### src/design/mm_pkg.sv
package mm_pkg;

  // Fixed field widths of the stream payloads.
  localparam int unsigned KIND_W    = 2;
  localparam int unsigned POS_W     = 3;
  localparam int unsigned IN_ELEM_W = 16;
  localparam int unsigned VALUE_W   = 35;
  localparam int unsigned DIM_W     = 4;
  localparam int unsigned CFG_IDX_W = 2;
  localparam int unsigned IN_DATA_W  = 24;
  localparam int unsigned OUT_DATA_W = 48;

  // Request kinds carried in the input tuser.
  localparam logic [KIND_W-1:0] KIND_LOAD_FIRST  = 2'd0;
  localparam logic [KIND_W-1:0] KIND_LOAD_SECOND = 2'd1;
  localparam logic [KIND_W-1:0] KIND_COMPUTE     = 2'd2;

  // Configuration register indexes.
  localparam logic [CFG_IDX_W-1:0] REG_FIRST_ROWS  = 2'd0;
  localparam logic [CFG_IDX_W-1:0] REG_FIRST_COLS  = 2'd1;
  localparam logic [CFG_IDX_W-1:0] REG_SECOND_ROWS = 2'd2;
  localparam logic [CFG_IDX_W-1:0] REG_SECOND_COLS = 2'd3;

  localparam logic [DIM_W-1:0] DIM_RESET = 4'd8;

  typedef enum logic [2:0] {
    ST_IDLE,
    ST_MAC,
    ST_DRAIN,
    ST_OUT,
    ST_ERR
  } ctl_state_t;

  // Commands from the controller to the datapath.
  typedef struct packed {
    logic wr_first;
    logic wr_second;
    logic issue;
    logic first;
    logic last;
  } dp_cmd_t;

  // Status from the datapath to the controller.
  typedef struct packed {
    logic done;
  } dp_sts_t;

endpackage

### src/design/mm_datapath.sv
module mm_datapath #(
  parameter int unsigned MAX_DIM    = 8,
  parameter int unsigned ELEM_WIDTH = 16,
  parameter int unsigned DEPTH      = MAX_DIM * MAX_DIM,
  parameter int unsigned AW         = (DEPTH > 1) ? $clog2(DEPTH) : 1
) (
  input  logic                                 clk,
  input  logic                                 rst_n,
  input  mm_pkg::dp_cmd_t                      cmd,
  input  logic [AW-1:0]                        wr_addr,
  input  logic signed [mm_pkg::IN_ELEM_W-1:0]  wr_data,
  input  logic [AW-1:0]                        rd_addr_first,
  input  logic [AW-1:0]                        rd_addr_second,
  output mm_pkg::dp_sts_t                      sts,
  output logic signed [mm_pkg::VALUE_W-1:0]    acc_value
);
  import mm_pkg::*;

  logic signed [ELEM_WIDTH-1:0] first_mem [DEPTH];
  logic signed [ELEM_WIDTH-1:0] second_mem [DEPTH];

  logic signed [31:0]             wr_ext;
  logic signed [ELEM_WIDTH-1:0]   wr_elem;
  logic signed [ELEM_WIDTH-1:0]   a_r, b_r;
  logic signed [2*ELEM_WIDTH-1:0] prod_full;
  logic signed [VALUE_W-1:0]      prod_r;
  logic signed [VALUE_W-1:0]      acc_r, acc_nxt;
  logic v1_r, first1_r, last1_r;
  logic v2_r, first2_r, last2_r;
  logic done_r;

  // Loaded value is sign-extended, then kept at the element width.
  assign wr_ext  = 32'(wr_data);
  assign wr_elem = wr_ext[ELEM_WIDTH-1:0];

  // Element stores: one write port, one registered read port each.
  always_ff @(posedge clk) begin
    if (cmd.wr_first) begin
      first_mem[wr_addr] <= wr_elem;
    end
    if (cmd.wr_second) begin
      second_mem[wr_addr] <= wr_elem;
    end
    a_r <= first_mem[rd_addr_first];
    b_r <= second_mem[rd_addr_second];
  end

  // Multiply stage, product resized to the result width.
  assign prod_full = a_r * b_r;

  always_ff @(posedge clk) begin
    prod_r <= VALUE_W'(prod_full);
    acc_r  <= acc_nxt;
  end

  // Accumulate: the first term of an element restarts the sum.
  always_comb begin
    acc_nxt = acc_r;
    if (v2_r) begin
      acc_nxt = first2_r ? prod_r : acc_r + prod_r;
    end
  end

  // Tags that follow each term through the read and multiply stages.
  always_ff @(posedge clk) begin
    if (!rst_n) begin
      v1_r     <= 1'b0;
      v2_r     <= 1'b0;
      done_r   <= 1'b0;
      first1_r <= 1'b0;
      last1_r  <= 1'b0;
      first2_r <= 1'b0;
      last2_r  <= 1'b0;
    end else begin
      v1_r     <= cmd.issue;
      first1_r <= cmd.first;
      last1_r  <= cmd.last;
      v2_r     <= v1_r;
      first2_r <= first1_r;
      last2_r  <= last1_r;
      done_r   <= v2_r && last2_r;
    end
  end

  assign sts.done  = done_r;
  assign acc_value = acc_r;

  // The final term of an element always raises done in the following cycle.
  a_done_follows_last: assert property (@(posedge clk) disable iff (!rst_n)
    (v2_r && last2_r) |=> done_r)
    else $error("accumulator done missing after last term");

endmodule

### src/design/mm_controller.sv
module mm_controller #(
  parameter int unsigned MAX_DIM = 8,
  parameter int unsigned DEPTH   = MAX_DIM * MAX_DIM,
  parameter int unsigned AW      = (DEPTH > 1) ? $clog2(DEPTH) : 1,
  parameter int unsigned IDX_W   = (MAX_DIM > 1) ? $clog2(MAX_DIM) : 1
) (
  input  logic                           clk,
  input  logic                           rst_n,
  // Configuration channel
  input  logic                           cfg_valid,
  output logic                           cfg_ready,
  input  logic [mm_pkg::CFG_IDX_W-1:0]   cfg_index,
  input  logic [mm_pkg::DIM_W-1:0]       cfg_data,
  // Input request handshake and decoded fields
  input  logic                           in_tvalid,
  output logic                           in_tready,
  input  logic [mm_pkg::KIND_W-1:0]      in_kind,
  input  logic [mm_pkg::POS_W-1:0]       in_row,
  input  logic [mm_pkg::POS_W-1:0]       in_col,
  // Result handshake and control fields
  output logic                           out_tvalid,
  input  logic                           out_tready,
  output logic                           out_tlast,
  output logic                           out_tuser,
  output logic [mm_pkg::POS_W-1:0]       out_row,
  output logic [mm_pkg::POS_W-1:0]       out_col,
  // Datapath interface
  output mm_pkg::dp_cmd_t                cmd,
  output logic [AW-1:0]                  wr_addr,
  output logic [AW-1:0]                  rd_addr_first,
  output logic [AW-1:0]                  rd_addr_second,
  input  mm_pkg::dp_sts_t                sts
);
  import mm_pkg::*;

  ctl_state_t state_r, state_nxt;
  logic [DIM_W-1:0] first_rows_r, first_cols_r, second_rows_r, second_cols_r;
  logic [IDX_W-1:0] i_r, i_nxt, j_r, j_nxt, k_r, k_nxt;
  logic [IDX_W-1:0] r1_last, c1_last, r2_last, c2_last;
  logic             load_in_range;
  logic             elem_last;

  // Clamp a dimension to 1..MAX_DIM and return its highest index.
  function automatic logic [IDX_W-1:0] dim_last(input logic [DIM_W-1:0] d);
    logic [5:0] d6;
    d6 = {2'b00, d};
    if (d6 == 6'd0) begin
      return '0;
    end else if (d6 > 6'(MAX_DIM)) begin
      return IDX_W'(MAX_DIM - 1);
    end else begin
      return IDX_W'(d6 - 6'd1);
    end
  endfunction

  assign r1_last = dim_last(first_rows_r);
  assign c1_last = dim_last(first_cols_r);
  assign r2_last = dim_last(second_rows_r);
  assign c2_last = dim_last(second_cols_r);

  // Store addressing is row * MAX_DIM + column.
  assign load_in_range  = (32'(in_row) < MAX_DIM) && (32'(in_col) < MAX_DIM);
  assign wr_addr        = AW'(32'(in_row) * MAX_DIM + 32'(in_col));
  assign rd_addr_first  = AW'(32'(i_r) * MAX_DIM + 32'(k_r));
  assign rd_addr_second = AW'(32'(k_r) * MAX_DIM + 32'(j_r));

  assign elem_last = (i_r == r1_last) && (j_r == c2_last);
  assign out_row   = POS_W'(i_r);
  assign out_col   = POS_W'(j_r);
  assign cfg_ready = 1'b1;

  // Configuration registers.
  always_ff @(posedge clk) begin
    if (!rst_n) begin
      first_rows_r  <= DIM_RESET;
      first_cols_r  <= DIM_RESET;
      second_rows_r <= DIM_RESET;
      second_cols_r <= DIM_RESET;
    end else if (cfg_valid && cfg_ready) begin
      unique case (cfg_index)
        REG_FIRST_ROWS:  first_rows_r  <= cfg_data;
        REG_FIRST_COLS:  first_cols_r  <= cfg_data;
        REG_SECOND_ROWS: second_rows_r <= cfg_data;
        REG_SECOND_COLS: second_cols_r <= cfg_data;
        default: ;
      endcase
    end
  end

  // State and loop counters.
  always_ff @(posedge clk) begin
    if (!rst_n) begin
      state_r <= ST_IDLE;
      i_r     <= '0;
      j_r     <= '0;
      k_r     <= '0;
    end else begin
      state_r <= state_nxt;
      i_r     <= i_nxt;
      j_r     <= j_nxt;
      k_r     <= k_nxt;
    end
  end

  // Next state and outputs.
  always_comb begin
    state_nxt  = state_r;
    i_nxt      = i_r;
    j_nxt      = j_r;
    k_nxt      = k_r;
    in_tready  = 1'b0;
    out_tvalid = 1'b0;
    out_tlast  = 1'b0;
    out_tuser  = 1'b0;
    cmd        = '0;
    unique case (state_r)
      ST_IDLE: begin
        in_tready = 1'b1;
        if (in_tvalid) begin
          unique case (in_kind)
            KIND_LOAD_FIRST:  cmd.wr_first  = load_in_range;
            KIND_LOAD_SECOND: cmd.wr_second = load_in_range;
            KIND_COMPUTE: begin
              i_nxt = '0;
              j_nxt = '0;
              k_nxt = '0;
              state_nxt = (c1_last != r2_last) ? ST_ERR : ST_MAC;
            end
            default: ;
          endcase
        end
      end
      ST_MAC: begin
        // Issue one product term per cycle into the datapath.
        cmd.issue = 1'b1;
        cmd.first = (k_r == '0);
        cmd.last  = (k_r == c1_last);
        if (k_r == c1_last) begin
          k_nxt     = '0;
          state_nxt = ST_DRAIN;
        end else begin
          k_nxt = k_r + IDX_W'(1);
        end
      end
      ST_DRAIN: begin
        if (sts.done) begin
          state_nxt = ST_OUT;
        end
      end
      ST_OUT: begin
        out_tvalid = 1'b1;
        out_tlast  = elem_last;
        if (out_tready) begin
          if (elem_last) begin
            state_nxt = ST_IDLE;
          end else begin
            state_nxt = ST_MAC;
            if (j_r == c2_last) begin
              j_nxt = '0;
              i_nxt = i_r + IDX_W'(1);
            end else begin
              j_nxt = j_r + IDX_W'(1);
            end
          end
        end
      end
      ST_ERR: begin
        out_tvalid = 1'b1;
        out_tlast  = 1'b1;
        out_tuser  = 1'b1;
        if (out_tready) begin
          state_nxt = ST_IDLE;
        end
      end
      default: state_nxt = ST_IDLE;
    endcase
  end

  // No new request is taken while a result is pending.
  a_no_accept_with_result: assert property (@(posedge clk) disable iff (!rst_n)
    out_tvalid |-> !in_tready)
    else $error("input accepted while result pending");

  // The datapath only finishes an element while the controller waits for it.
  a_done_in_drain: assert property (@(posedge clk) disable iff (!rst_n)
    sts.done |-> (state_r == ST_DRAIN))
    else $error("datapath done outside drain");

  // A last term is issued only after a first term of the same element.
  a_last_after_start: assert property (@(posedge clk) disable iff (!rst_n)
    (cmd.last && !cmd.first) |-> $past(cmd.issue))
    else $error("last term without preceding terms");

  // An error result is a single marked result at position zero.
  a_err_shape: assert property (@(posedge clk) disable iff (!rst_n)
    (state_r == ST_ERR) |-> (out_tlast && out_row == '0 && out_col == '0))
    else $error("malformed dimension error result");

endmodule

### src/design/matrix_multiply.sv
// Load requests are accepted one per cycle while no compute request is running; each
// takes effect at the next cycle. A compute request with mismatched inner dimensions
// gives its error result in the next cycle. Otherwise each product element is formed
// by one store read per term, then the read, multiply and accumulate stages, then output.
// Throughput is set by the single multiply-accumulate unit and one read port per store.
// rst_n is synchronous, active low; it sets all dimensions to 8; stores are not cleared.
module matrix_multiply #(
  parameter int unsigned MAX_DIM    = 8,
  parameter int unsigned ELEM_WIDTH = 16
) (
  input  logic                              clk,
  input  logic                              rst_n,
  // Configuration write channel
  input  logic                              cfg_valid,
  output logic                              cfg_ready,
  input  logic [mm_pkg::CFG_IDX_W-1:0]      cfg_index,
  input  logic [mm_pkg::DIM_W-1:0]          cfg_data,
  // Input stream
  input  logic                              in_tvalid,
  output logic                              in_tready,
  input  logic [mm_pkg::IN_DATA_W-1:0]      in_tdata,  // row_index, col_index, element_value
  input  logic [mm_pkg::KIND_W-1:0]         in_tuser,  // kind
  // Result stream
  output logic                              out_tvalid,
  input  logic                              out_tready,
  output logic [mm_pkg::OUT_DATA_W-1:0]     out_tdata, // out_row, out_col, out_value
  output logic                              out_tlast, // last
  output logic                              out_tuser  // dim_error
);
  import mm_pkg::*;

  localparam int unsigned DEPTH = MAX_DIM * MAX_DIM;
  localparam int unsigned AW    = (DEPTH > 1) ? $clog2(DEPTH) : 1;
  localparam int unsigned IDX_W = (MAX_DIM > 1) ? $clog2(MAX_DIM) : 1;

  dp_cmd_t                    cmd;
  dp_sts_t                    sts;
  logic [AW-1:0]              wr_addr, rd_addr_first, rd_addr_second;
  logic [POS_W-1:0]           in_row, in_col, out_row, out_col;
  logic signed [IN_ELEM_W-1:0] in_value;
  logic signed [VALUE_W-1:0]  acc_value, out_value;

  // Unpack the input payload.
  assign in_row   = in_tdata[POS_W-1:0];
  assign in_col   = in_tdata[2*POS_W-1:POS_W];
  assign in_value = in_tdata[2*POS_W+IN_ELEM_W-1:2*POS_W];

  // The error result carries a zero value.
  assign out_value = out_tuser ? '0 : acc_value;
  assign out_tdata = {(OUT_DATA_W - VALUE_W - 2*POS_W)'(0), out_value, out_col, out_row};

  mm_controller #(
    .MAX_DIM (MAX_DIM),
    .DEPTH   (DEPTH),
    .AW      (AW),
    .IDX_W   (IDX_W)
  ) u_ctl (
    .clk            (clk),
    .rst_n          (rst_n),
    .cfg_valid      (cfg_valid),
    .cfg_ready      (cfg_ready),
    .cfg_index      (cfg_index),
    .cfg_data       (cfg_data),
    .in_tvalid      (in_tvalid),
    .in_tready      (in_tready),
    .in_kind        (in_tuser),
    .in_row         (in_row),
    .in_col         (in_col),
    .out_tvalid     (out_tvalid),
    .out_tready     (out_tready),
    .out_tlast      (out_tlast),
    .out_tuser      (out_tuser),
    .out_row        (out_row),
    .out_col        (out_col),
    .cmd            (cmd),
    .wr_addr        (wr_addr),
    .rd_addr_first  (rd_addr_first),
    .rd_addr_second (rd_addr_second),
    .sts            (sts)
  );

  mm_datapath #(
    .MAX_DIM    (MAX_DIM),
    .ELEM_WIDTH (ELEM_WIDTH),
    .DEPTH      (DEPTH),
    .AW         (AW)
  ) u_dp (
    .clk            (clk),
    .rst_n          (rst_n),
    .cmd            (cmd),
    .wr_addr        (wr_addr),
    .wr_data        (in_value),
    .rd_addr_first  (rd_addr_first),
    .rd_addr_second (rd_addr_second),
    .sts            (sts),
    .acc_value      (acc_value)
  );

endmodule
### config.mk
export PLATFORM = sky130hd
export DESIGN_NAME = matrix_multiply
export DESIGN_NICKNAME = d
export VERILOG_FILES = /design/src/design/mm_pkg.sv /design/src/design/mm_datapath.sv /design/src/design/mm_controller.sv /design/src/design/matrix_multiply.sv
export SDC_FILE = /design/constraint.sdc
export NUM_CORES = 2
export LEC_CHECK = 0
export BUFFER_PORTS_ARGS = -buffer_cell sky130_fd_sc_hd__buf_4
export CAP_MARGIN = 20
export CORE_ASPECT_RATIO = 0.75
export CORE_MARGIN = 8
export CORE_UTILIZATION = 65
export DETAILED_ROUTE_END_ITERATION = 16
export PLACE_DENSITY_LB_ADDON = 0.05
export SYNTH_ARGS = -nofsm -noshare
export SYNTH_HDL_FRONTEND = slang
export SYNTH_SLANG_ARGS = --single-unit
### constraint.sdc
create_clock -name clk -period 10.8 [get_ports clk]
set_clock_uncertainty 0.15 [all_clocks]
set_input_delay 2.16 -clock clk [delete_from_list [all_inputs] [get_ports clk]]
set_output_delay 2.16 -clock clk [all_outputs]
set_load 0.01 [all_outputs]
==> results.ini <==
[synth]
yosys.area.top_type_share_pct = 66.1
netlist_top_cells_count = edfxtp_1 (2083), mux4_2 (672), inv_1 (331)
yosys_warnings = 0
synth_xor_area_share_pct = 0.564
muxShareOfSynthArea_pct = 16.2
synthAdderAreaFrac_pct = 7.25
synth_top_family_by_area = multiplexers
synth_top_area_cell = edfxtp_1
ys.flop_type = edfxtp_1
synth-seq-cells = 2182
synthCells = 4849
synth_cell_types = 74
synth_most_common_cell = edfxtp_1
synth-edff-count = 2083
netlist_area_um2 = 94700
synth_simple_gate_area_share_pct = 3.58
async_flop_share_pct = 0
ys_seq_area_share_pct = 68.2
synth_compound_area_share_pct = 1.82
synth_top_cells_by_area = edfxtp_1 (66%), mux4_2 (16%), fa_1 (5.6%)
synth.avg_cell_area_um2 = 19.5

[clock_network]
cts_max_path_buffers = 3
postCtsSetupRepairBufs = 0
cts_resized = 0
worstSkewPairLatency_ns = 0.84
htreeDepth = 4
path_clk_slew_ns = 0.06
cts_tree = yes
clkSinkCount = 2182
cts_root_buf = clkbuf_16
cts-hold-fix-buffers = 0
cts_made_buffers = 197

[setup_path]
cp.required_ns = 11.35
path_max_fanout = 16
r2r_start = u_dp.a_r[11]
criticalPathCategory = flop to flop
ff2ff_setup_slack_ns = 3.57
startpoint_type = flop
cp-startpoint = u_dp.a_r[11]
rr_worst_depth = 19
r2r_end = u_dp.prod_r[31]
endpoint_kind = flop
cp.arrival_ns = 7.78

[floorplanning]
die_x_um = 457
initial_utilization_pct = 65.4
dieArea_um2 = 158000
die_y_um = 347
ios = 90
rows = 121
core_area_um2 = 145000

[place]
place_congestion = 0.858
placed_cells = 6783
io_buffers = 79
place_ws_ns = 3.65
dp_hpwl_um = 130000

[min_path]
hold_end = u_dp.v2_r
worstHoldStart = u_dp.v1_r
hp-class = flop to flop
hold_path_depth = 1

[global_routing]
grt_pass1_wl_um = 323000
busiest_layer = met1
grtUsageMet3_pct = 6.72
grt_max_degree = 144
grt_util_met2_pct = 41.4
antenna_found_initial = 17
grt_overflow = 0
grtUsageMet1_pct = 43.1
grt_usage_pct = 27.9
grt_pass1_vias = 47000

[timing]
fin_ws_ns = 3.57
setup-violations-final = 0
maxSlewViolCount = 0
rsz0062_at_grt = no
fmax_ghz = 0.138
post-route-period-util_pct = 66.9
setup-tns-final_ns = 0
min_period_ns = 7.23
slew_headroom_pct = 22.5
hold_viol_final = 0
worst_pin_slew_ns = 1.16

[detailed_routing]
dr.first_iter.drc_count = 5977
drt-total-wl_um = 220000
wire_per_inst_um = 30.8
drc = 0
vias = 47300
antenna_left = 0
post_drt_via_cell_ratio = 6.60
dr.pass1.iters = 5

[power]
pwr-share-clk_pct = 25.5
p_per_area_nw_per_um2 = 266
leakagePower_nw = 34.6
power_mw = 27.8
p_int_mw = 18.4
peakVddDrop_mv = 0.751
seq_power_share_pct = 34.9
power.switching_mw = 9.40
switching_share_pct = 33.8
combinationalPowerShare_pct = 39.6

[final_layout]
utilization_pct = 72.3
fillers = 8497
regArea_um2 = 64600
multi_input_area_um2 = 28000
drive_gt1_share_pct = 24.1
final_cells = 7161
area_growth_pct = 10.7
nNetsFinal = 5508

[job]
cap_violations = 0

[status]
status = completed

cell usage in the layout (no fill, tap or decap), types with 44 or more instances in the layout:
cell type,Yosys,routed
fa_1,263,263
ha_1,124,124
nand2_1,206,206
buf_4,27,241
edfxtp_1,2083,2083
o21ai_0,57,57
clkbuf_1,135,44
nor2_1,192,158
mux4_2,672,672
inv_1,331,330
dfxtp_1,99,90
clkbuf_16,0,198
and2_1,168,168
a21oi_1,54,54
cell type report:
type                       count  share of cell area [%]
sequential                  2182                    61.6
multi-input combinational   2114                    26.7
clock buffer                 247                    4.95
antenna                        5                  0.0119
clock inverter               118                    1.28
timing repair buffer         256                    1.99
tap                         1906                    2.28
inverter                     333                    1.20
per-layer routing:
layer / vias up / routed length [um]
li1: 19500 / -
met3: 280 / 25000
met5: - / 27
met1: 24900 / 90100
met2: 2575 / 101000
met4: 4 / 4470
stage by stage:
| stage | cell area (um2) | hold WS [ns] |
|---|---|---|
| 2_1_floorplan | 94700 | 0.262 |
| 3_3_place_gp | 98100 | 0.269 |
| 3_5_place_dp | 98100 | 0.268 |
| 4_1_cts | 105000 | 0.244 |
| 5_1_grt | 105000 | 0.272 |
| 6_report | 105000 | 0.252 |
logic make-up (layout without fill, tap and decap cells):
family                     count (synthesis)  count (layout)
DFF                                     2182            2182
and+or+nand+nor                          701             701
muxes                                    691             691
buffers and inverters                    559             954
adders and majority gates                392             392
AOI/OAI and AO/OA                        261             261
xor gates and xnor gates                  61              61
other                                      2              13
power groups by stage:
stage               registers, mW  clock network (mW)  logic [mW]
floorplan                    9.80                   0        8.66
global placement             9.89                   0        10.9
detailed placement           9.90                   0        11.1
CTS                          9.71                7.19        11.1
global route                 9.72                7.48        12.6
finish                       9.71                7.10        11.0
how the worst max path moves through the flow:
stage                 endpoint  slack [ns]
2_1_floorplan  u_dp.prod_r[31]        4.72
3_3_place_gp   u_dp.prod_r[31]        3.65
3_5_place_dp   u_dp.prod_r[31]        3.65
4_1_cts        u_dp.prod_r[31]        3.63
5_1_grt        u_dp.prod_r[31]        3.23
6_report       u_dp.prod_r[31]        3.57
worst max-delay path: stages, from the launching register on:
cell and delay (ns):
dfxtp_1 0.91, nand2_1 0.18, fa_1 0.54, fa_1 0.53, fa_1 0.52, inv_1 0.06
fa_1 0.48, fa_1 0.49, inv_1 0.05, fa_1 0.47, inv_1 0.06, ha_1 0.34
a2111oi_0 0.40, o21ai_0 0.21, o2111a_1 0.20, a221oi_2 0.37, o31ai_1 0.22, o41ai_1 0.58
o31ai_1 0.19, xnor2_1 0.16
state kept, by name, summed over array words and instances (netlist names):
register             cells
u_ctl.k_r                3
u_dp.v2_r                1
u_ctl.second_rows_r      4
u_dp.a_r                16
u_dp.second_mem       1024
u_ctl.first_rows_r       4
u_dp.last1_r             1
u_dp.acc_value          35
u_dp.first1_r            1
u_ctl.out_col            3
u_ctl.second_cols_r      4
u_dp.prod_r             32
u_dp.last2_r             1
u_ctl.first_cols_r       4
u_ctl.out_row            3
u_dp.sts                 1
u_ctl.state_r            3
u_dp.b_r                16
u_dp.v1_r                1
u_dp.first_mem        1024
u_dp.first2_r            1
Note: power is estimated with default switching activity, not from simulation.
